`src/design/cft_pkg.sv`:
```
// Shared constants, types and helpers for the client flow table.
// No dependencies; every other design file imports this package.
package cft_pkg;

    // Table geometry
    localparam int TABLE_ENTRIES = 128;
    localparam int LIVE_W        = $clog2(TABLE_ENTRIES + 1);
    localparam int GROUP_CELLS   = 16;
    localparam int GROUPS        = (TABLE_ENTRIES + GROUP_CELLS - 1) / GROUP_CELLS;
    localparam int PAD_CELLS     = GROUPS * GROUP_CELLS;

    // Field widths
    localparam int ADDR_W   = 32;
    localparam int PORT_W   = 16;
    localparam int CNT_W    = 32;
    localparam int STATUS_W = 2;
    localparam int FLOWS_W  = 8;

    // Result status codes
    localparam logic [STATUS_W-1:0] STATUS_COUNTED = 2'd0;
    localparam logic [STATUS_W-1:0] STATUS_REMOVED = 2'd1;
    localparam logic [STATUS_W-1:0] STATUS_DROPPED = 2'd2;

    // Value of is_shutdown that marks the shutdown command
    localparam logic SHUTDOWN = 1'b1;

    typedef struct packed {
        logic [ADDR_W-1:0] addr;
        logic [PORT_W-1:0] port;
    } t_key;

    typedef struct packed {
        t_key             key;
        logic [CNT_W-1:0] count;
    } t_entry;

    // Per-cell control from the sequencer
    typedef struct packed {
        logic live;    // cell holds a live entry
        logic hit_en;  // capture the key compare
        logic wr_new;  // load the new flow with a count of one
        logic shift;   // take the entry of the next cell
        logic incr;    // bump the count if this cell hit
    } t_cell_ctl;

    // Saturating counter increment
    function automatic logic [CNT_W-1:0] sat_inc(input logic [CNT_W-1:0] value);
        sat_inc = (value == {CNT_W{1'b1}}) ? value : value + CNT_W'(1);
    endfunction

endpackage

```
`src/design/cft_gather.sv`:
```
// Registered reduction over one group of cells: any-hit flag and the
// count of the hitting cell (at most one hits). Uses cft_pkg.
module cft_gather import cft_pkg::*; (
    input  logic                   i_clk,
    input  logic                   i_en,
    input  logic [GROUP_CELLS-1:0] i_hit,
    input  logic [CNT_W-1:0]       i_count [GROUP_CELLS],
    output logic                   o_any,
    output logic [CNT_W-1:0]       o_count
);

    logic             r_any;
    logic [CNT_W-1:0] r_count;
    logic [CNT_W-1:0] n_count;

    // Merge the masked counts of the group
    always_comb begin
        n_count = '0;
        for (int j = 0; j < GROUP_CELLS; j++) begin
            n_count = n_count | (i_hit[j] ? i_count[j] : '0);
        end
    end

    always_ff @(posedge i_clk) begin
        if (i_en) begin
            r_any   <= |i_hit;
            r_count <= n_count;
        end
    end

    assign o_any   = r_any;
    assign o_count = r_count;

endmodule

```
`config.mk`:
```
export PLATFORM = sky130hd
export DESIGN_NAME = cft_gather
export DESIGN_NICKNAME = d
export VERILOG_FILES = /design/src/design/cft_pkg.sv /design/src/design/cft_gather.sv
export SDC_FILE = /design/constraint.sdc
export NUM_CORES = 1
export LEC_CHECK = 0
export BUFFER_PORTS_ARGS = -buffer_cell sky130_fd_sc_hd__buf_2
export CORE_AREA = 2 2 216 218
export CTS_CLUSTER_DIAMETER = 120
export CTS_CLUSTER_SIZE = 16
export DETAILED_ROUTE_END_ITERATION = 8
export DIE_AREA = 0 0 218 220
export PLACE_DENSITY = 0.3
export SLEW_MARGIN = 15
export SYNTH_ARGS = -nofsm -noshare
export SYNTH_HDL_FRONTEND = slang
export SYNTH_SLANG_ARGS = --single-unit
```
`constraint.sdc`:
```
create_clock -name i_clk -period 2.7 [get_ports i_clk]
set_input_delay 0.405 -clock i_clk [delete_from_list [all_inputs] [get_ports i_clk]]
set_output_delay 0.405 -clock i_clk [all_outputs]
set_load 0.1 [all_outputs]
```
==> run_results.csv <==
group,metric,value,unit
status,outcome,"completed",
detailed_routing,first_pass_iters,5,
synthesis,postSynthRegisterBits,33,
placed_design,dp_hpwl,29400,µm
grt,grtUsageTotal,15.03,%
sta,max-slew-margin-rel,28.92,%
finish,layout_commonest_cell,"sky130_fd_sc_hd__buf_2",
synthesis,postSynthAreaPerCell,10.11,µm²
sta,drv_slew,0,
die,fp.coreArea,45860,µm²
synthesis,synthesis.nets,920,
hold_path,holdPathStages,3,
placed_design,total_of_buffers_placed_on_input_and_output_ports,562,
grt,grt_overflow,0,
finish,finish.net_count,1440,
cts,tritoncts_clock_tree,"done",
hold_path,startpoint_of_the_most_critical_hold_path,"i_count[62]",
synthesis,synth_compound_gate_area_share,56.87,%
synthesis,syn_area,3943,µm²
finish,drive_gt1_share,64.00,%
critical_path,worst_ep_arrival_time,1.89,ns
finish,most-common-layout-cells,"sky130_fd_sc_hd__buf_2, sky130_fd_sc_hd__a22o_1, sky130_fd_sc_hd__a221oi_1",
detailed_routing,drc,0,
synthesis,synth_cells,390,
die,io_pins,563,
detailed_routing,detail_route.wl_per_cell,25.10,µm
critical_path,critPathRequiredTime,2.72,ns
cts,h-tree-depth,2,
grt,number_of_antenna_violations_at_the_first_check_in_global_routing,6,
die,start_util,8.596,%
sta,setup_tns,0,ns
synthesis,yosys.cell_types.count,8,
critical_path,critical_path.endpoint_type,"flip-flop",
critical_path,crit_path_start_kind,"input port",
die,die_area,47960,µm²
detailed_routing,detailroute.via_count,6590,
detailed_routing,detail_route.vias_per_cell,4.330,
critical_path,criticalPathCategory,"input port to flip-flop",
detailed_routing,drt_first_iter_violations,426,
cts,root_buffer,"sky130_fd_sc_hd__clkbuf_16",
placed_design,gpl.final_weighted_congestion,0.8180,
pwr,ir_drop,0.1970,mV
synthesis,synth_warnings,0,
finish,stdcell_count,1522,
sta,grt_setup_unrepaired,"no",
hold_path,min-delay-path-class,"input port to flip-flop",
synthesis,yosysSeqAreaShare,25.13,%
critical_path,timing.critical_path.fanout_max,9,
hold_path,min_to,"o_count[30]$_DFFE_PP_",
cts,clock_path_buffers,2,
synthesis,post_synth_fa_ha_maj_area_fraction,0,%
cts,path_clk_slew,0.06,ns
die,die_width,218,µm
die,fp.dieH,220,µm
cts,tritoncts.num_buffers,5,
synthesis,yosys-mux-area-fraction,0,%
sta,tightestPinTransition,1.066,ns
pwr,power-per-cell-area,336.4,nW/µm²
placed_design,place_inst,1510,
sta,final.period_utilization,69.28,%
synthesis,synth_xor_xnor_area_share,0,%
detailed_routing,routed_wirelength,38200,µm
cts,clock_sink_count,33,
sta,maxClockFrequency,534.6,MHz
cts,post_cts.resized_instances,0,
finish,synthToLayoutAreaGrowth,85.08,%
cts,ctsHoldBuffers,0,
sta,setup_viol_count_final,0,
pwr,leakagePower,0.003437,µW
sta,final_hold_violations,0,
grt,grt_start_max_net_pins,34,
cts,cts.repair_timing.setup_buffer_count,0,
sta,min_tclk_post_route,1.871,ns
run,cap_violations,0,
synthesis,yosys.area_share.simple,5.871,%
grt,global_route_wire_length_before_repair,50110,µm
grt,vias_in_the_first_global_route,7036,
finish,n_fill_cell,5316,
synthesis,synth_top_family_by_area,"compound AO/OA/AOI/OAI gates",
detailed_routing,drt.antenna.violating_nets,0,
die,rows,79,
==> area by class of cell <==
| cell class | instances | area (µm²) | area share, % |
|---|---|---|---|
| Antenna cell | 4 | 10.01 | 0.1372 |
| Timing Repair Buffer | 577 | 2925 | 40.09 |
| Sequential cell | 33 | 991.0 | 13.58 |
| Multi-Input combinational cell | 293 | 2474 | 33.90 |
| Clock buffer | 5 | 125.1 | 1.715 |
| Tap cell | 607 | 759.5 | 10.41 |
| Clock inverter | 3 | 12.51 | 0.1715 |
==> kinds of logic after synthesis <==
kind of cell           count (synthesis)
AOI/OAI and AO/OA                    256
buffers and inverters                 64
DFF                                   33
and+or+nand+nor                       37
==> per-layer routing <==
layer	wire length [µm]	global-route usage [%]	up-vias
li1	-	-	2898
met3	2796	2.954	40
met4	794	5.170	2
met1	15670	18.00	3222
met2	18930	26.66	428
met5	13	0	-
==> cells in the mapped netlist <==
cell type | instances | area share [%]
sky130_fd_sc_hd__buf_2 | 4 | 0.51
sky130_fd_sc_hd__nor4_1 | 4 | 0.63
sky130_fd_sc_hd__edfxtp_1 | 33 | 25
sky130_fd_sc_hd__buf_6 | 31 | 8.9
sky130_fd_sc_hd__a221oi_1 | 128 | 28
sky130_fd_sc_hd__clkbuf_1 | 29 | 2.8
sky130_fd_sc_hd__nand4_1 | 33 | 5.2
sky130_fd_sc_hd__a22o_1 | 128 | 28
==> where the power goes <==
part           switching, µW  internal, µW
registers               8.31           592
logic                    727           498
clock network            294           336
==> stage by stage <==
step	util (%)	total power [µW]	hold slack, ns	worst slack (ns)	instance area (µm²)
floorplan	-	1227	0.5175	1.285	3943
global placement	15.59	1836	0.7157	0.4849	7149
detailed placement	15.59	1838	0.7265	0.4140	7149
CTS	15.89	2535	0.3624	0.7787	7287
global route	15.91	2597	0.3910	0.7666	7297
finish	15.91	2454	0.3945	0.8293	7297
==> sequential cells by signal, indices dropped and copies added (netlist names) <==
name	count
o_any	1
o_count	32
==> worst max path at each step <==
stage	from	endpoint	slack (ns)	cells past startpoint
after floorplan	i_hit[11]	o_count[22]$_DFFE_PP_	1.28	5
after global placement	i_hit[11]	o_count[3]$_DFFE_PP_	0.48	6
after detailed placement	i_hit[11]	o_count[3]$_DFFE_PP_	0.41	6
after CTS	i_hit[11]	o_count[3]$_DFFE_PP_	0.78	6
after global routing	i_hit[11]	o_count[3]$_DFFE_PP_	0.77	6
final	i_hit[11]	o_count[3]$_DFFE_PP_	0.83	6
==> critical path, stage by stage <==
cell and delay [ns]:
sky130_fd_sc_hd__buf_2 0.13, sky130_fd_sc_hd__buf_4 0.19, sky130_fd_sc_hd__buf_4 0.22, sky130_fd_sc_hd__a22o_1 0.22, sky130_fd_sc_hd__a221oi_1 0.52, sky130_fd_sc_hd__nand4_1 0.19
(Power assumes the default switching activity.)
