<file path="src/design/cft_pkg.sv">
// Shared constants, types and helpers for the client flow table.
// No dependencies; every other design file imports this package.
package cft_pkg;

    // Table geometry
    localparam int TABLE_ENTRIES = 128;
    localparam int LIVE_W        = $clog2(TABLE_ENTRIES + 1);
    localparam int GROUP_CELLS   = 16;
    localparam int GROUPS        = (TABLE_ENTRIES + GROUP_CELLS - 1) / GROUP_CELLS;
    localparam int PAD_CELLS     = GROUPS * GROUP_CELLS;

    // Field widths
    localparam int ADDR_W   = 32;
    localparam int PORT_W   = 16;
    localparam int CNT_W    = 32;
    localparam int STATUS_W = 2;
    localparam int FLOWS_W  = 8;

    // Result status codes
    localparam logic [STATUS_W-1:0] STATUS_COUNTED = 2'd0;
    localparam logic [STATUS_W-1:0] STATUS_REMOVED = 2'd1;
    localparam logic [STATUS_W-1:0] STATUS_DROPPED = 2'd2;

    // Value of is_shutdown that marks the shutdown command
    localparam logic SHUTDOWN = 1'b1;

    typedef struct packed {
        logic [ADDR_W-1:0] addr;
        logic [PORT_W-1:0] port;
    } t_key;

    typedef struct packed {
        t_key             key;
        logic [CNT_W-1:0] count;
    } t_entry;

    // Per-cell control from the sequencer
    typedef struct packed {
        logic live;    // cell holds a live entry
        logic hit_en;  // capture the key compare
        logic wr_new;  // load the new flow with a count of one
        logic shift;   // take the entry of the next cell
        logic incr;    // bump the count if this cell hit
    } t_cell_ctl;

    // Saturating counter increment
    function automatic logic [CNT_W-1:0] sat_inc(input logic [CNT_W-1:0] value);
        sat_inc = (value == {CNT_W{1'b1}}) ? value : value + CNT_W'(1);
    endfunction

endpackage

</file>
<file path="src/design/cft_cell.sv">
// One table cell: holds a flow key and its counter, compares against the
// broadcast key and takes its neighbor's entry when the gap closes. Uses cft_pkg.
module cft_cell import cft_pkg::*; (
    input  logic      i_clk,
    input  logic      i_rst_n,
    input  t_key      i_key,
    input  t_cell_ctl i_ctl,
    input  t_entry    i_next,
    output t_entry    o_entry,
    output logic      o_hit
);

    t_entry r_entry;
    t_entry n_entry;
    logic   r_hit;

    // Capture the key compare for live entries only
    always_ff @(posedge i_clk) begin
        if (!i_rst_n) begin
            r_hit <= 1'b0;
        end else if (i_ctl.hit_en) begin
            r_hit <= i_ctl.live && (r_entry.key == i_key);
        end
    end

    // Select the next entry: new flow, shift from neighbor, or count
    always_comb begin
        n_entry = r_entry;
        if (i_ctl.wr_new) begin
            n_entry.key   = i_key;
            n_entry.count = CNT_W'(1);
        end else if (i_ctl.shift) begin
            n_entry = i_next;
        end else if (i_ctl.incr && r_hit) begin
            n_entry.count = sat_inc(r_entry.count);
        end
    end

    always_ff @(posedge i_clk) begin
        r_entry <= n_entry;
    end

    assign o_entry = r_entry;
    assign o_hit   = r_hit;

endmodule

</file>
<file path="config.mk">
export PLATFORM = sky130hd
export DESIGN_NAME = cft_cell
export DESIGN_NICKNAME = d
export VERILOG_FILES = /design/src/design/cft_pkg.sv /design/src/design/cft_cell.sv
export SDC_FILE = /design/constraint.sdc
export NUM_CORES = 1
export LEC_CHECK = 0
export BUFFER_PORTS_ARGS = -buffer_cell sky130_fd_sc_hd__buf_2
export CELL_PAD_IN_SITES_DETAIL_PLACEMENT = 1
export CELL_PAD_IN_SITES_GLOBAL_PLACEMENT = 1
export CORE_MARGIN = 1
export CORE_UTILIZATION = 30
export CTS_CLUSTER_DIAMETER = 100
export DETAILED_ROUTE_END_ITERATION = 8
export HOLD_SLACK_MARGIN = 0.03
export PLACE_DENSITY = 0.75
export SETUP_SLACK_MARGIN = 0.2
export SLEW_MARGIN = 20
export SYNTH_ARGS = -nofsm -noshare
export SYNTH_HDL_FRONTEND = slang
export SYNTH_SLANG_ARGS = --single-unit
</file>
<file path="constraint.sdc">
create_clock -name i_clk -period 4.05 [get_ports i_clk]
set_clock_uncertainty 0.1 [all_clocks]
set_input_delay 0.2025 -clock i_clk [delete_from_list [all_inputs] [get_ports i_clk]]
set_output_delay 0.2025 -clock i_clk [all_outputs]
set_load 0.02 [all_outputs]
</file>
==> impl_results.html, run 1 <==
<table>
<tr><th>Metric</th><th>Value</th></tr>
<tr><th colspan="2">Route</th></tr>
<tr><td>Per-cell routed wire length</td><td>roughly 18 um</td></tr>
<tr><td>Post-DR vias/cell</td><td>a little over 5</td></tr>
<tr><td>Routed vias</td><td>4125</td></tr>
<tr><td>Antenna Nets Post-Route</td><td>0</td></tr>
<tr><td>TritonRoute pass-1 iters</td><td>4</td></tr>
<tr><td>Initial detailed-routing violation count</td><td>between 200 and 250</td></tr>
<tr><td>Total Wirelength</td><td>between 10 and 15 mm</td></tr>
<tr><td>Drt drc</td><td>0</td></tr>
<tr><th colspan="2">Die</th></tr>
<tr><td>Floorplan die area</td><td>roughly 15000 um^2</td></tr>
<tr><td>Core outline area</td><td>around 15000 um^2</td></tr>
<tr><td>Vertical die dimension</td><td>124 um</td></tr>
<tr><td>Number of ports placed on the die boundary</td><td>216</td></tr>
<tr><td>Chip width</td><td>124 um</td></tr>
<tr><td>Starting density of the core</td><td>0.307</td></tr>
<tr><td>Core Rows</td><td>44</td></tr>
<tr><th colspan="2">Finish</th></tr>
<tr><td>Post-route design area</td><td>about 6200 um^2</td></tr>
<tr><td>Area occupied by registers</td><td>about 2100 um^2</td></tr>
<tr><td>Synthesis-to-layout area growth</td><td>38.1%</td></tr>
<tr><td># nets final</td><td>767</td></tr>
<tr><td>Footprint of the multi-input gates</td><td>2230 um^2</td></tr>
<tr><td>Count of placed standard cells in the final layout, fillers left out</td><td>slightly above 800</td></tr>
<tr><td>Diodes inserted</td><td>0</td></tr>
<tr><td>Count of filler cells inserted in the layout</td><td>approximately 1700</td></tr>
<tr><td>Final core utilization</td><td>0.424</td></tr>
<tr><td>Fraction of final layout cells sized beyond drive strength 1</td><td>0.453</td></tr>
<tr><th colspan="2">STA</th></tr>
<tr><td>Worst slew margin relative to its limit</td><td>0.440</td></tr>
<tr><td>Tightest Pin Transition</td><td>0.839 ns</td></tr>
<tr><td>RSZ-0062 raised after global routing</td><td>no</td></tr>
<tr><td>Final worst path period need</td><td>2.55 ns</td></tr>
<tr><td>Highest clock rate</td><td>roughly 400 MHz</td></tr>
<tr><td>Final worst setup slack</td><td>approximately 1.5 ns</td></tr>
<tr><td>Aggregate negative setup slack</td><td>0 ns</td></tr>
<tr><td>Worst Hold Margin</td><td>0.0376 ns</td></tr>
<tr><td>Hold Violations, Final</td><td>0</td></tr>
<tr><td>Portion of the clock cycle consumed by the worst path in the final layout</td><td>0.630</td></tr>
<tr><td>Slew Limit Fails</td><td>0</td></tr>
<tr><td>Number of setup violations in the final report</td><td>0</td></tr>
<tr><th colspan="2">Worst setup path</th></tr>
<tr><td>Longest individual stage delay on the worst path</td><td>approximately 0.45 ns</td></tr>
<tr><td>Maximum fanout encountered on the critical timing path</td><td>5</td></tr>
<tr><td>WP data arrival</td><td>2.66 ns</td></tr>
<tr><td>Crit path required time</td><td>4.16 ns</td></tr>
<tr><td>Cells traversed along the worst timing path</td><td>ha_1 &gt; nand3_1 &gt; or2_1 &gt; or3_1 &gt; nor2_1 &gt; a211oi_1 &gt; a2111oi_0</td></tr>
<tr><td>Path type of the worst setup path</td><td>reg2reg</td></tr>
<tr><td>Family of cells with the greatest summed delay on the critical path</td><td>simple AND/OR/NAND/NOR gates</td></tr>
<tr><td>Crit-path slowest cell</td><td>sky130_fd_sc_hd__or3_1</td></tr>
<tr><td>Bufs and invs on worst path</td><td>0</td></tr>
<tr><td>Type of element capturing the critical path</td><td>flip-flop</td></tr>
<tr><td>Nature of the critical path startpoint</td><td>flip-flop</td></tr>
<tr><th colspan="2">Synth</th></tr>
<tr><td>Yosys reg bits</td><td>81</td></tr>
<tr><td>Top cells by area in the synthesized netlist</td><td>sky130_fd_sc_hd__edfxtp_1 32%, sky130_fd_sc_hd__dfxtp_1 15%, sky130_fd_sc_hd__mux2_2 12%, sky130_fd_sc_hd__xnor2_1 9.2%, sky130_fd_sc_hd__a211oi_1 4.2%</td></tr>
<tr><td>Post-synth design cell area</td><td>4460 um^2</td></tr>
<tr><td>Sequential share of the synthesized area</td><td>0.471</td></tr>
<tr><td>Synth area leader</td><td>sky130_fd_sc_hd__edfxtp_1</td></tr>
<tr><td>Net count after synthesis</td><td>544</td></tr>
<tr><td>Synth Instances</td><td>408</td></tr>
<tr><td>Synth Flop Type</td><td>sky130_fd_sc_hd__edfxtp_1</td></tr>
<tr><td>Number of distinct library cells after synthesis</td><td>between 40 and 50</td></tr>
<tr><td>Post-synth top area share</td><td>0.323</td></tr>
<tr><td>Synth warn</td><td>0</td></tr>
<tr><td>Post-synth ARST share</td><td>0</td></tr>
<tr><td>Average instance area after synthesis</td><td>10.9 um^2</td></tr>
<tr><td>List of most frequent post-synthesis cells</td><td>48 x sky130_fd_sc_hd__edfxtp_1, 48 x sky130_fd_sc_hd__mux2_2, 47 x sky130_fd_sc_hd__xnor2_1, 33 x sky130_fd_sc_hd__dfxtp_1, 32 x sky130_fd_sc_hd__nor2_1</td></tr>
<tr><td>Post-synth EDFFs</td><td>48</td></tr>
<tr><th colspan="2">Power</th></tr>
<tr><td>Clock network power share</td><td>0.364</td></tr>
<tr><td>Cell Pwr Density</td><td>about 380 nW/um^2</td></tr>
<tr><td>Reg power frac</td><td>0.437</td></tr>
<tr><td>Overall power after layout</td><td>between 2 and 2.5 mW</td></tr>
<tr><td>Int Power</td><td>~1.7 mW</td></tr>
<tr><td>Part of the total power dissipated in combinational logic</td><td>0.199</td></tr>
<tr><td>Switching part of the total</td><td>0.280</td></tr>
<tr><td>Leakage power summed over all cells</td><td>2.49 nW</td></tr>
<tr><td>Worst IR Drop VDD</td><td>0.000165 V</td></tr>
<tr><td>Switching Power</td><td>0.661 mW</td></tr>
<tr><th colspan="2">Clock tree</th></tr>
<tr><td>Cell chosen for the clock root</td><td>sky130_fd_sc_hd__clkbuf_16</td></tr>
<tr><td>Buffers inserted by post-CTS timing repair</td><td>0</td></tr>
<tr><td>Worst-skew pair later-pin latency</td><td>around 0.35 ns</td></tr>
<tr><td>Clock buffer count from CTS</td><td>9</td></tr>
<tr><td>Clock H-tree levels</td><td>3</td></tr>
<tr><td>CTS tree</td><td>done</td></tr>
<tr><td>Clock transition at the registers of the reported paths</td><td>0.06 ns</td></tr>
<tr><td>Deepest clock path buffer count</td><td>2</td></tr>
<tr><td>Total clock sinks</td><td>between 80 and 90</td></tr>
<tr><th colspan="2">Run status</th></tr>
<tr><td>Run status</td><td>finished clean</td></tr>
<tr><th colspan="2">Place</th></tr>
<tr><td>Area after detailed placement</td><td>between 5000 and 6000 um^2</td></tr>
<tr><td>Worst slack, placed</td><td>1.48 ns</td></tr>
<tr><td>Dpl hpwl</td><td>11.7 mm</td></tr>
<tr><td>Global placer's final weighted congestion</td><td>0.889</td></tr>
<tr><td>IO buf count</td><td>215</td></tr>
<tr><td>Total placed cells including tap cells</td><td>790</td></tr>
<tr><th colspan="2">Global routing</th></tr>
<tr><td>GRT Residual Overflow</td><td>0</td></tr>
<tr><td>Via count of the first global-routing pass</td><td>slightly above 4000</td></tr>
<tr><td>Total Routing Usage GR</td><td>0.189</td></tr>
<tr><td>Maximum number of pins on one net before global-route repair</td><td>46</td></tr>
<tr><td>Number of antenna violations at the first check in global routing</td><td>1</td></tr>
<tr><td>Wire length of the first global-routing pass</td><td>between 20 and 25 mm</td></tr>
<tr><th colspan="2">Run</th></tr>
<tr><td>Number of maximum-capacitance violations</td><td>0</td></tr>
<tr><th colspan="2">Worst hold path</th></tr>
<tr><td>Path class of the lowest-slack min-delay path</td><td>in2reg</td></tr>
</table>
per-layer routing:
metal,vias to the layer above,wire length [um],global-route usage
li1,1969,-,-
met1,1964,5920,0.215
met2,167,7420,0.337
met3,23,1140,0.0421
met4,2,343,0.0856
met5,-,13,0
power groups by stage:
| stage | registers, mW | logic (mW) | clock network, mW |
|---|---|---|---|
| floorplan | 1.13 | 0.168 | 0 |
| global placement | 1.04 | 0.452 | 0 |
| detailed placement | 1.05 | 0.463 | 0 |
| CTS | 1.03 | 0.476 | 0.884 |
| global route | 1.04 | 0.508 | 0.912 |
| finish | 1.03 | 0.470 | 0.861 |
worst register-to-register path: cells and delay by family, from the launching register on:
family	cells	cell delay, ns
adder cells (fa/ha/maj)	1	0.23
flip-flops	1	0.40
AND/OR/NAND/NOR	4	1.17
AO/OA/AOI/OAI	2	0.52
area by class of cell:
cell class	instances	area share
Clock buffer	9	0.0366
Clock inverter	7	0.0138
Inverter	12	0.00731
Multi-Input combinational cell	295	0.363
Sequential cell	81	0.341
Tap cell	184	0.0374
Timing Repair Buffer	232	0.201
registers in the layout, summed over array words and instances, names as in the netlist:
name     flops
o_entry     80
o_hit        1
cells by family (layout without fill, tap and decap cells):
group / count (synthesis) / after routing / synth area share
AO/OA/AOI/OAI: 51 / 51 / 0.0867
XOR/XNOR: 63 / 63 / 0.124
adder cells (fa/ha/maj): 1 / 1 / 0.00281
buffers and inverters: 32 / 260 / 0.0278
flip-flops: 81 / 81 / 0.471
multiplexers: 50 / 50 / 0.126
AND/OR/NAND/NOR: 130 / 130 / 0.162
repair_timing:
item,4_1_cts,5_1_grt
gates resized for setup,0,0
hold endpoints to repair,14,0
hold buffers,14,0
worst paths after layout:
check | from | endpoint | slack [ns] | depth (start not counted)
worst min-delay path | i_next[3] | o_entry[3] | 0.04 | 3
worst max-delay path | o_entry[1] | o_entry[10] | 1.50 | 7
worst min register to register | o_entry[19] | o_entry[19] | 0.51 | 2
worst max register to register | o_entry[1] | o_entry[10] | 1.50 | 7
cells in the final DEF (no fill, tap or decap), types with 9 or more instances in the layout:
cell / n
sky130_fd_sc_hd__a211oi_1: 25
sky130_fd_sc_hd__buf_2: 215
sky130_fd_sc_hd__clkbuf_16: 9
sky130_fd_sc_hd__dfxtp_1: 33
sky130_fd_sc_hd__dlygate4sd3_1: 14
sky130_fd_sc_hd__edfxtp_1: 48
sky130_fd_sc_hd__inv_1: 12
sky130_fd_sc_hd__mux2_2: 48
sky130_fd_sc_hd__nand2_1: 17
sky130_fd_sc_hd__nand3_1: 10
sky130_fd_sc_hd__nand4_1: 15
sky130_fd_sc_hd__nor2_1: 32
sky130_fd_sc_hd__nor3_1: 12
sky130_fd_sc_hd__nor4_1: 12
sky130_fd_sc_hd__xnor2_1: 47
sky130_fd_sc_hd__xor2_1: 16
(Power assumes the default switching activity.)
==> run 2, diff against run 1 <==
clock period = 2.5 ns   (was 4.05 ns; I/O delays follow)
==> run 2 against run 1 <==
Net effect: via count increased by 16%; non-clock buffer count rose by 120; cell count grew 15%; global-route usage rose by 6.5 points; critical endpoint is now o_entry[20]; highest routed layer is now met4.
==> impl_results.html, run 2 (synthesis gave the netlist of run 1 again) <==
<table>
<tr><th>Metric</th><th>Value</th></tr>
<tr><th colspan="2">Worst setup path</th></tr>
<tr><td>WP data arrival</td><td>2.39 ns (-0.27 ns)</td></tr>
<tr><td>Path type of the worst setup path</td><td>reg2reg</td></tr>
<tr><td>Type of element capturing the critical path</td><td>flip-flop</td></tr>
<tr><td>Nature of the critical path startpoint</td><td>flip-flop</td></tr>
<tr><td>Maximum fanout encountered on the critical timing path</td><td>8 (+3)</td></tr>
<tr><td>Register-to-Register Path Depth</td><td>7 (unchanged)</td></tr>
<tr><td>Crit path required time</td><td>2.67 ns (-1.49 ns)</td></tr>
<tr><th colspan="2">Run</th></tr>
<tr><td>Number of maximum-capacitance violations</td><td>0 (unchanged)</td></tr>
<tr><th colspan="2">Clock tree</th></tr>
<tr><td>CTS tree</td><td>done</td></tr>
<tr><td>Worst-skew pair later-pin latency</td><td>0.36 ns (about the same)</td></tr>
<tr><td>Cell chosen for the clock root</td><td>sky130_fd_sc_hd__clkbuf_16</td></tr>
<tr><td>Deepest clock path buffer count</td><td>2 (unchanged)</td></tr>
<tr><td>Clock buffer count from CTS</td><td>9 (unchanged)</td></tr>
<tr><td>Total clock sinks</td><td>81 (unchanged)</td></tr>
<tr><td>Clock transition at the registers of the reported paths</td><td>0.06 ns (about the same)</td></tr>
<tr><td>Clock H-tree levels</td><td>3 (unchanged)</td></tr>
<tr><th colspan="2">Die</th></tr>
<tr><td>Core outline area</td><td>14500 um^2 (unchanged)</td></tr>
<tr><td>Vertical die dimension</td><td>124 um (unchanged)</td></tr>
<tr><td>Floorplan die area</td><td>15400 um^2 (unchanged)</td></tr>
<tr><td>Starting density of the core</td><td>0.307 (unchanged)</td></tr>
<tr><td>Chip width</td><td>124 um (unchanged)</td></tr>
<tr><td>Number of ports placed on the die boundary</td><td>216 (unchanged)</td></tr>
<tr><td>Core Rows</td><td>44 (unchanged)</td></tr>
<tr><th colspan="2">Power</th></tr>
<tr><td>Leakage power summed over all cells</td><td>3.05 nW (+22%)</td></tr>
<tr><td>Reg power frac</td><td>0.399 (-0.038)</td></tr>
<tr><td>Int Power</td><td>3.01 mW (+77%)</td></tr>
<tr><td>Cell Pwr Density</td><td>564 nW/um^2 (+47%)</td></tr>
<tr><td>Switching Power</td><td>1.21 mW (+83%)</td></tr>
<tr><td>Part of the total power dissipated in combinational logic</td><td>0.236 (+0.037)</td></tr>
<tr><td>Worst IR Drop VDD</td><td>0.000335 V (+100%)</td></tr>
<tr><td>Clock network power share</td><td>0.365 (about the same)</td></tr>
<tr><td>Switching part of the total</td><td>0.286 (+0.00663)</td></tr>
<tr><th colspan="2">Finish</th></tr>
<tr><td>Footprint of the multi-input gates</td><td>2330 um^2 (+4.1%)</td></tr>
<tr><td>Count of filler cells inserted in the layout</td><td>1601 (-6.3%)</td></tr>
<tr><td>Area occupied by registers</td><td>2110 um^2 (+0.48%)</td></tr>
<tr><td>Fraction of final layout cells sized beyond drive strength 1</td><td>0.425 (-0.0277)</td></tr>
<tr><td># nets final</td><td>887 (+16%)</td></tr>
<tr><td>Synthesis-to-layout area growth</td><td>67.7%</td></tr>
<tr><td>Most frequent standard cell in the layout excluding fill and tap cells</td><td>sky130_fd_sc_hd__buf_2</td></tr>
<tr><td>Number of flip-flops under the largest register name</td><td>80 (unchanged)</td></tr>
<tr><td>Commonest non-fill, non-tap cells in the layout</td><td>214 x sky130_fd_sc_hd__buf_2, 124 x sky130_fd_sc_hd__dlygate4sd3_1, 48 x sky130_fd_sc_hd__mux2_2, 48 x sky130_fd_sc_hd__edfxtp_1, 47 x sky130_fd_sc_hd__xnor2_1</td></tr>
<tr><th colspan="2">Global routing</th></tr>
<tr><td>Maximum number of pins on one net before global-route repair</td><td>49 (+6.5%)</td></tr>
<tr><td>Wire length of the first global-routing pass</td><td>28.6 mm (+32%)</td></tr>
<tr><td>Number of antenna violations at the first check in global routing</td><td>1 (unchanged)</td></tr>
<tr><td>Via count of the first global-routing pass</td><td>5171 (+25%)</td></tr>
<tr><td>Total Routing Usage GR</td><td>0.254 (+0.0648)</td></tr>
<tr><td>GRT Residual Overflow</td><td>0 (unchanged)</td></tr>
<tr><th colspan="2">STA</th></tr>
<tr><td>Aggregate negative setup slack</td><td>0 ns (unchanged)</td></tr>
<tr><td>Hold Violations, Final</td><td>0 (unchanged)</td></tr>
<tr><td>Slew Limit Fails</td><td>0 (unchanged)</td></tr>
<tr><td>Worst slew margin relative to its limit</td><td>0.657 (+0.216)</td></tr>
<tr><td>Number of setup violations in the final report</td><td>0 (unchanged)</td></tr>
<tr><td>Tightest Pin Transition</td><td>0.510 ns (-0.329 ns)</td></tr>
<tr><td>RSZ-0062 raised after global routing</td><td>yes</td></tr>
<tr><td>Final worst path period need</td><td>2.22 ns (-0.334 ns)</td></tr>
<tr><td>Highest clock rate</td><td>451 MHz (+15%)</td></tr>
<tr><td>Worst Hold Margin</td><td>0.0404 ns (+0.00281 ns)</td></tr>
<tr><td>Portion of the clock cycle consumed by the worst path in the final layout</td><td>0.887 (+0.257)</td></tr>
<tr><th colspan="2">Route</th></tr>
<tr><td>Post-DR vias/cell</td><td>5.11 (+1.6%)</td></tr>
<tr><td>Per-cell routed wire length</td><td>21.1 um (+17%)</td></tr>
<tr><td>Drt drc</td><td>0 (unchanged)</td></tr>
<tr><td>Routed vias</td><td>4803 (+16%)</td></tr>
<tr><td>TritonRoute pass-1 iters</td><td>4 (unchanged)</td></tr>
<tr><td>Total Wirelength</td><td>19.9 mm (+34%)</td></tr>
<tr><td>Initial detailed-routing violation count</td><td>256 (+27%)</td></tr>
<tr><td>Antenna Nets Post-Route</td><td>0 (unchanged)</td></tr>
<tr><th colspan="2">Worst hold path</th></tr>
<tr><td>Worst hold stages</td><td>2 (-1)</td></tr>
<tr><td>Path class of the lowest-slack min-delay path</td><td>in2reg</td></tr>
<tr><th colspan="2">Place</th></tr>
<tr><td>Global placer's final weighted congestion</td><td>0.851 (-4.2%)</td></tr>
<tr><td>IO buf count</td><td>215 (unchanged)</td></tr>
<tr><td>Dpl hpwl</td><td>12.0 mm (+2.4%)</td></tr>
<tr><th colspan="2">Run status</th></tr>
<tr><td>Run status</td><td>finished clean</td></tr>
</table>
[run 2: power by group through the flow]
stage | Sequential [mW] | Combinational [mW] | Clock, mW
floorplan | 1.83 | 0.272 | 0
global placement | 1.69 | 0.747 | 0
detailed placement | 1.70 | 0.767 | 0
CTS | 1.67 | 0.951 | 1.56
global route | 1.70 | 1.06 | 1.61
finish | 1.68 | 0.995 | 1.54
[run 2: path summary, 6_finish.rpt]
check | startpoint | end | slack (ns)
hold / removal | i_key[41] | o_entry[73] | 0.04
setup reg to reg | o_entry[0] | o_entry[20] | 0.28
setup / recovery | o_entry[0] | o_entry[20] | 0.28
hold reg to reg | o_entry[18] | o_entry[18] | 0.47
[run 2: per-layer routing]
layer / share of wire / vias up / wire length (um) / track usage
li1: - / 2215 / - / -
met1: 0.38 / 2315 / 7550 / 0.267
met2: 0.52 / 228 / 10300 / 0.474
met3: 0.071 / 45 / 1410 / 0.0604
met4: 0.031 / 0 / 625 / 0.116
met5: 0 / - / 0 / 0
[run 2: repair_timing]
item                                   CTS  global route
endpoints found under the hold margin   79             0
pin swaps                                0             6
hold buffers                           124             0
buffers inserted                         0             1
resized for setup                        3            22
setup endpoints to repair                4            24
[run 2: worst max-delay path: stages, from the launching register on]
cell and delay (ns):
sky130_fd_sc_hd__dfxtp_2 0.36, sky130_fd_sc_hd__ha_2 0.21, sky130_fd_sc_hd__nand3_2 0.12, sky130_fd_sc_hd__or2_1 0.28, sky130_fd_sc_hd__or3_4 0.42, sky130_fd_sc_hd__nor3_1 0.27, sky130_fd_sc_hd__xnor2_1 0.13, sky130_fd_sc_hd__a211oi_2 0.25
[run 2: layout make-up]
type,count,area share
Clock buffer,9,0.0301
Timing Repair Buffer,352,0.325
Multi-Input combinational cell,295,0.311
Inverter,12,0.00602
Antenna cell,1,0.000335
Tap cell,184,0.0308
Sequential cell,81,0.282
Clock inverter,6,0.0144
[run 2: through the flow]
stage	total power, mW	std cells	instance area [um^2]	setup WS (ns)	utilization
finish	4.22	940	7480	0.283	0.515
global placement	2.44	799	5790	0.201	0.399
global route	4.36	940	7480	0.162	0.515
CTS	4.18	938	7380	0.212	0.508
floorplan	2.11	408	4460	0.254	-
detailed placement	2.47	799	5790	0.132	0.399
==> run 3, diff against run 2 <==
CTS_CLUSTER_SIZE = 10   (was not set)
clock period = 2.1 ns   (was 2.5 ns; I/O delays follow)
==> run 3 against run 2 <==
Net effect: the run now ends with setup timing left; combinational power rose by 31%; register-to-register slack got worse by 0.32 ns; flip-flop and latch count did not move; hold slack improved by 0.013 ns; sequential power rose by 18%; clock-buffer cell count did not move; worst setup slack got worse by 0.32 ns; via count rose by 6.3%; global-route usage rose by 1.9 points; non-clock buffer count rose by 50; maximum frequency rose by 4.0%; cell count rose by 5.7%; critical path type unchanged; largest cell class unchanged; largest power group unchanged.
==> impl_results.html, run 3 (synthesis gave the netlist of run 1 again) <==
<table>
<tr><th>Metric</th><th>Value</th></tr>
<tr><th colspan="2">Route</th></tr>
<tr><td>Antenna Nets Post-Route</td><td>0 (unchanged)</td></tr>
<tr><td>Initial detailed-routing violation count</td><td>211 (-18%)</td></tr>
<tr><td>Total Wirelength</td><td>21.6 mm (+8.5%)</td></tr>
<tr><td>Per-cell routed wire length</td><td>21.7 um (+2.6%)</td></tr>
<tr><td>Routed vias</td><td>5105 (+6.3%)</td></tr>
<tr><td>Drt drc</td><td>0 (unchanged)</td></tr>
<tr><td>TritonRoute pass-1 iters</td><td>4 (unchanged)</td></tr>
<tr><td>Post-DR vias/cell</td><td>5.14 (+0.51%)</td></tr>
<tr><th colspan="2">Power</th></tr>
<tr><td>Worst IR Drop VDD</td><td>0.000404 V (+21%)</td></tr>
<tr><td>Cell Pwr Density</td><td>587 nW/um^2 (+4.1%)</td></tr>
<tr><td>Leakage power summed over all cells</td><td>3.42 nW (+12%)</td></tr>
<tr><th colspan="2">STA</th></tr>
<tr><td>Final worst path period need</td><td>2.13 ns (-0.0848 ns)</td></tr>
<tr><td>Worst slew margin relative to its limit</td><td>0.566 (-0.0909)</td></tr>
<tr><td>RSZ-0062 raised after global routing</td><td>yes</td></tr>
<tr><td>Slew Limit Fails</td><td>0 (unchanged)</td></tr>
<tr><td>Tightest Pin Transition</td><td>0.651 ns (+0.141 ns)</td></tr>
<tr><td>Portion of the clock cycle consumed by the worst path in the final layout</td><td>1.02 (+0.129)</td></tr>
<tr><td>Hold Violations, Final</td><td>0 (unchanged)</td></tr>
<tr><td>Final worst setup slack</td><td>-0.0326 ns (-0.315 ns)</td></tr>
<tr><td>Highest clock rate</td><td>469 MHz (+4.0%)</td></tr>
<tr><td>Worst Hold Margin</td><td>0.0537 ns (+0.0132 ns)</td></tr>
<tr><td>Number of setup violations in the final report</td><td>4 (+4)</td></tr>
<tr><th colspan="2">Global routing</th></tr>
<tr><td>Maximum number of pins on one net before global-route repair</td><td>49 (unchanged)</td></tr>
<tr><td>GRT Residual Overflow</td><td>0 (unchanged)</td></tr>
<tr><td>Number of antenna violations at the first check in global routing</td><td>3 (+2)</td></tr>
<tr><td>Wire length of the first global-routing pass</td><td>30.8 mm (+8.0%)</td></tr>
<tr><td>Total Routing Usage GR</td><td>0.273 (+0.0190)</td></tr>
<tr><td>Via count of the first global-routing pass</td><td>5536 (+7.1%)</td></tr>
<tr><th colspan="2">Worst setup path</th></tr>
<tr><td>Maximum fanout encountered on the critical timing path</td><td>7 (-1)</td></tr>
<tr><td>Type of element capturing the critical path</td><td>flip-flop</td></tr>
<tr><td>Crit path required time</td><td>2.26 ns (-0.41 ns)</td></tr>
<tr><td>Nature of the critical path startpoint</td><td>flip-flop</td></tr>
<tr><td>Flop-to-flop setup slack</td><td>-0.03 ns (-0.32 ns)</td></tr>
<tr><td>Path type of the worst setup path</td><td>reg2reg</td></tr>
<tr><td>WP data arrival</td><td>2.29 ns (-0.10 ns)</td></tr>
<tr><th colspan="2">Finish</th></tr>
<tr><td>Most frequent standard cell in the layout excluding fill and tap cells</td><td>sky130_fd_sc_hd__buf_2</td></tr>
<tr><td>Number of flip-flops under the largest register name</td><td>80 (unchanged)</td></tr>
<tr><td>Count of filler cells inserted in the layout</td><td>1595 (-0.37%)</td></tr>
<tr><td># nets final</td><td>938 (+5.7%)</td></tr>
<tr><td>Final core utilization</td><td>0.566 (+0.0510)</td></tr>
<tr><td>Commonest non-fill, non-tap cells in the layout</td><td>214 x sky130_fd_sc_hd__buf_2, 131 x sky130_fd_sc_hd__dlygate4sd3_1, 48 x sky130_fd_sc_hd__mux2_2, 48 x sky130_fd_sc_hd__edfxtp_1, 45 x sky130_fd_sc_hd__buf_4</td></tr>
<tr><td>Fraction of final layout cells sized beyond drive strength 1</td><td>0.511 (+0.0854)</td></tr>
<tr><td>Footprint of the multi-input gates</td><td>2630 um^2 (+13%)</td></tr>
<tr><td>Synthesis-to-layout area growth</td><td>84.3%</td></tr>
<tr><td>Area occupied by registers</td><td>2160 um^2 (+2.1%)</td></tr>
<tr><th colspan="2">Clock tree</th></tr>
<tr><td>Clock transition at the registers of the reported paths</td><td>0.07 ns (about the same)</td></tr>
<tr><td>Worst-skew pair later-pin latency</td><td>0.35 ns (about the same)</td></tr>
<tr><td>CTS tree</td><td>done</td></tr>
<tr><td>Total clock sinks</td><td>81 (unchanged)</td></tr>
<tr><td>Clock buffer count from CTS</td><td>9 (unchanged)</td></tr>
<tr><td>Deepest clock path buffer count</td><td>2 (unchanged)</td></tr>
<tr><td>Clock H-tree levels</td><td>3 (unchanged)</td></tr>
<tr><td>Cell chosen for the clock root</td><td>sky130_fd_sc_hd__clkbuf_16</td></tr>
<tr><th colspan="2">Run</th></tr>
<tr><td>Number of maximum-capacitance violations</td><td>0 (unchanged)</td></tr>
<tr><th colspan="2">Place</th></tr>
<tr><td>Dpl hpwl</td><td>12.4 mm (+3.2%)</td></tr>
<tr><td>IO buf count</td><td>215 (unchanged)</td></tr>
<tr><td>Worst slack, placed</td><td>-0.144 ns (-0.275 ns)</td></tr>
<tr><td>Global placer's final weighted congestion</td><td>0.837 (-1.7%)</td></tr>
<tr><th colspan="2">Die</th></tr>
<tr><td>Core Rows</td><td>44 (unchanged)</td></tr>
<tr><td>Vertical die dimension</td><td>124 um (unchanged)</td></tr>
<tr><td>Core outline area</td><td>14500 um^2 (unchanged)</td></tr>
<tr><td>Floorplan die area</td><td>15400 um^2 (unchanged)</td></tr>
<tr><td>Number of ports placed on the die boundary</td><td>216 (unchanged)</td></tr>
<tr><td>Chip width</td><td>124 um (unchanged)</td></tr>
<tr><td>Starting density of the core</td><td>0.307 (unchanged)</td></tr>
<tr><th colspan="2">Worst hold path</th></tr>
<tr><td>Path class of the lowest-slack min-delay path</td><td>in2reg</td></tr>
<tr><th colspan="2">Run status</th></tr>
<tr><td>Violated checks</td><td>setup timing</td></tr>
<tr><td>Run status</td><td>finished, violations left</td></tr>
</table>
## run 3: cell types whose count changed in the layout (fill, tap and decap cells not counted), sizes merged
cell / change
buf: +43
dlygate4sd3: +7
clkinv: +4
bufinv: -3
diode: +2
a31o: +1
clkinvlp: -1
inv: +1
## run 3: worst max-delay path: stages, from the launching register on
cell                       delay (ns)
sky130_fd_sc_hd__dfxtp_4         0.36
sky130_fd_sc_hd__ha_4            0.15
sky130_fd_sc_hd__nand3_4         0.10
sky130_fd_sc_hd__or2_4           0.25
sky130_fd_sc_hd__or3_1           0.38
sky130_fd_sc_hd__buf_6           0.16
sky130_fd_sc_hd__nor4_4          0.24
sky130_fd_sc_hd__xnor2_1         0.10
sky130_fd_sc_hd__a211oi_1        0.19
## run 3: final cells by class
class | instances | share of cell area
diodes | 3 | 0.000913
clock buffers | 9 | 0.0274
clock inverters | 7 | 0.00685
inverters | 12 | 0.00548
multi-input cells | 296 | 0.320
flip-flops and latches | 81 | 0.262
well taps | 184 | 0.0280
repair buffers | 402 | 0.348
## run 3: worst paths after layout
kind               startpoint          end  cells after the start
setup / recovery   o_entry[1]  o_entry[26]                      8
hold / removal       i_ctl[1]  o_entry[17]                      3
setup reg to reg   o_entry[1]  o_entry[26]                      8
hold reg to reg   o_entry[18]  o_entry[18]                      2
## run 3: metal layers
layer	track usage	wire [um]	share of wire
met1	0.283	7780	0.36
met2	0.492	11100	0.51
met3	0.0760	1710	0.079
met4	0.157	996	0.046
met5	0	0	0
## run 3: where the power goes
part           switching (mW)  total, mW  leakage, nW  internal (mW)
combinational           0.665       1.30         2.51          0.636
sequential              0.133       1.99        0.773           1.85
clock                   0.729       1.54        0.136          0.813
total                    1.53       4.83         3.42           3.30
## run 3: stage by stage
step | instance area (um^2) | TNS (ns) | instances | total power, mW
after floorplan | 4650 | 0 | 408 | 2.52
after global placement | 6170 | 0 | 828 | 2.95
after detailed placement | 6170 | -0.764 | 828 | 2.98
after CTS | 8020 | -0.0322 | 982 | 4.73
after global routing | 8220 | -0.853 | 994 | 5.01
final | 8220 | -0.0808 | 994 | 4.83
## run 3: repair_timing
item,CTS,global route
hold endpoints to repair,81,0
cloned,0,1
pin swaps,37,21
buffers inserted,7,8
hold buffers,131,0
endpoints found under the setup margin,32,33
gates resized for setup,36,24
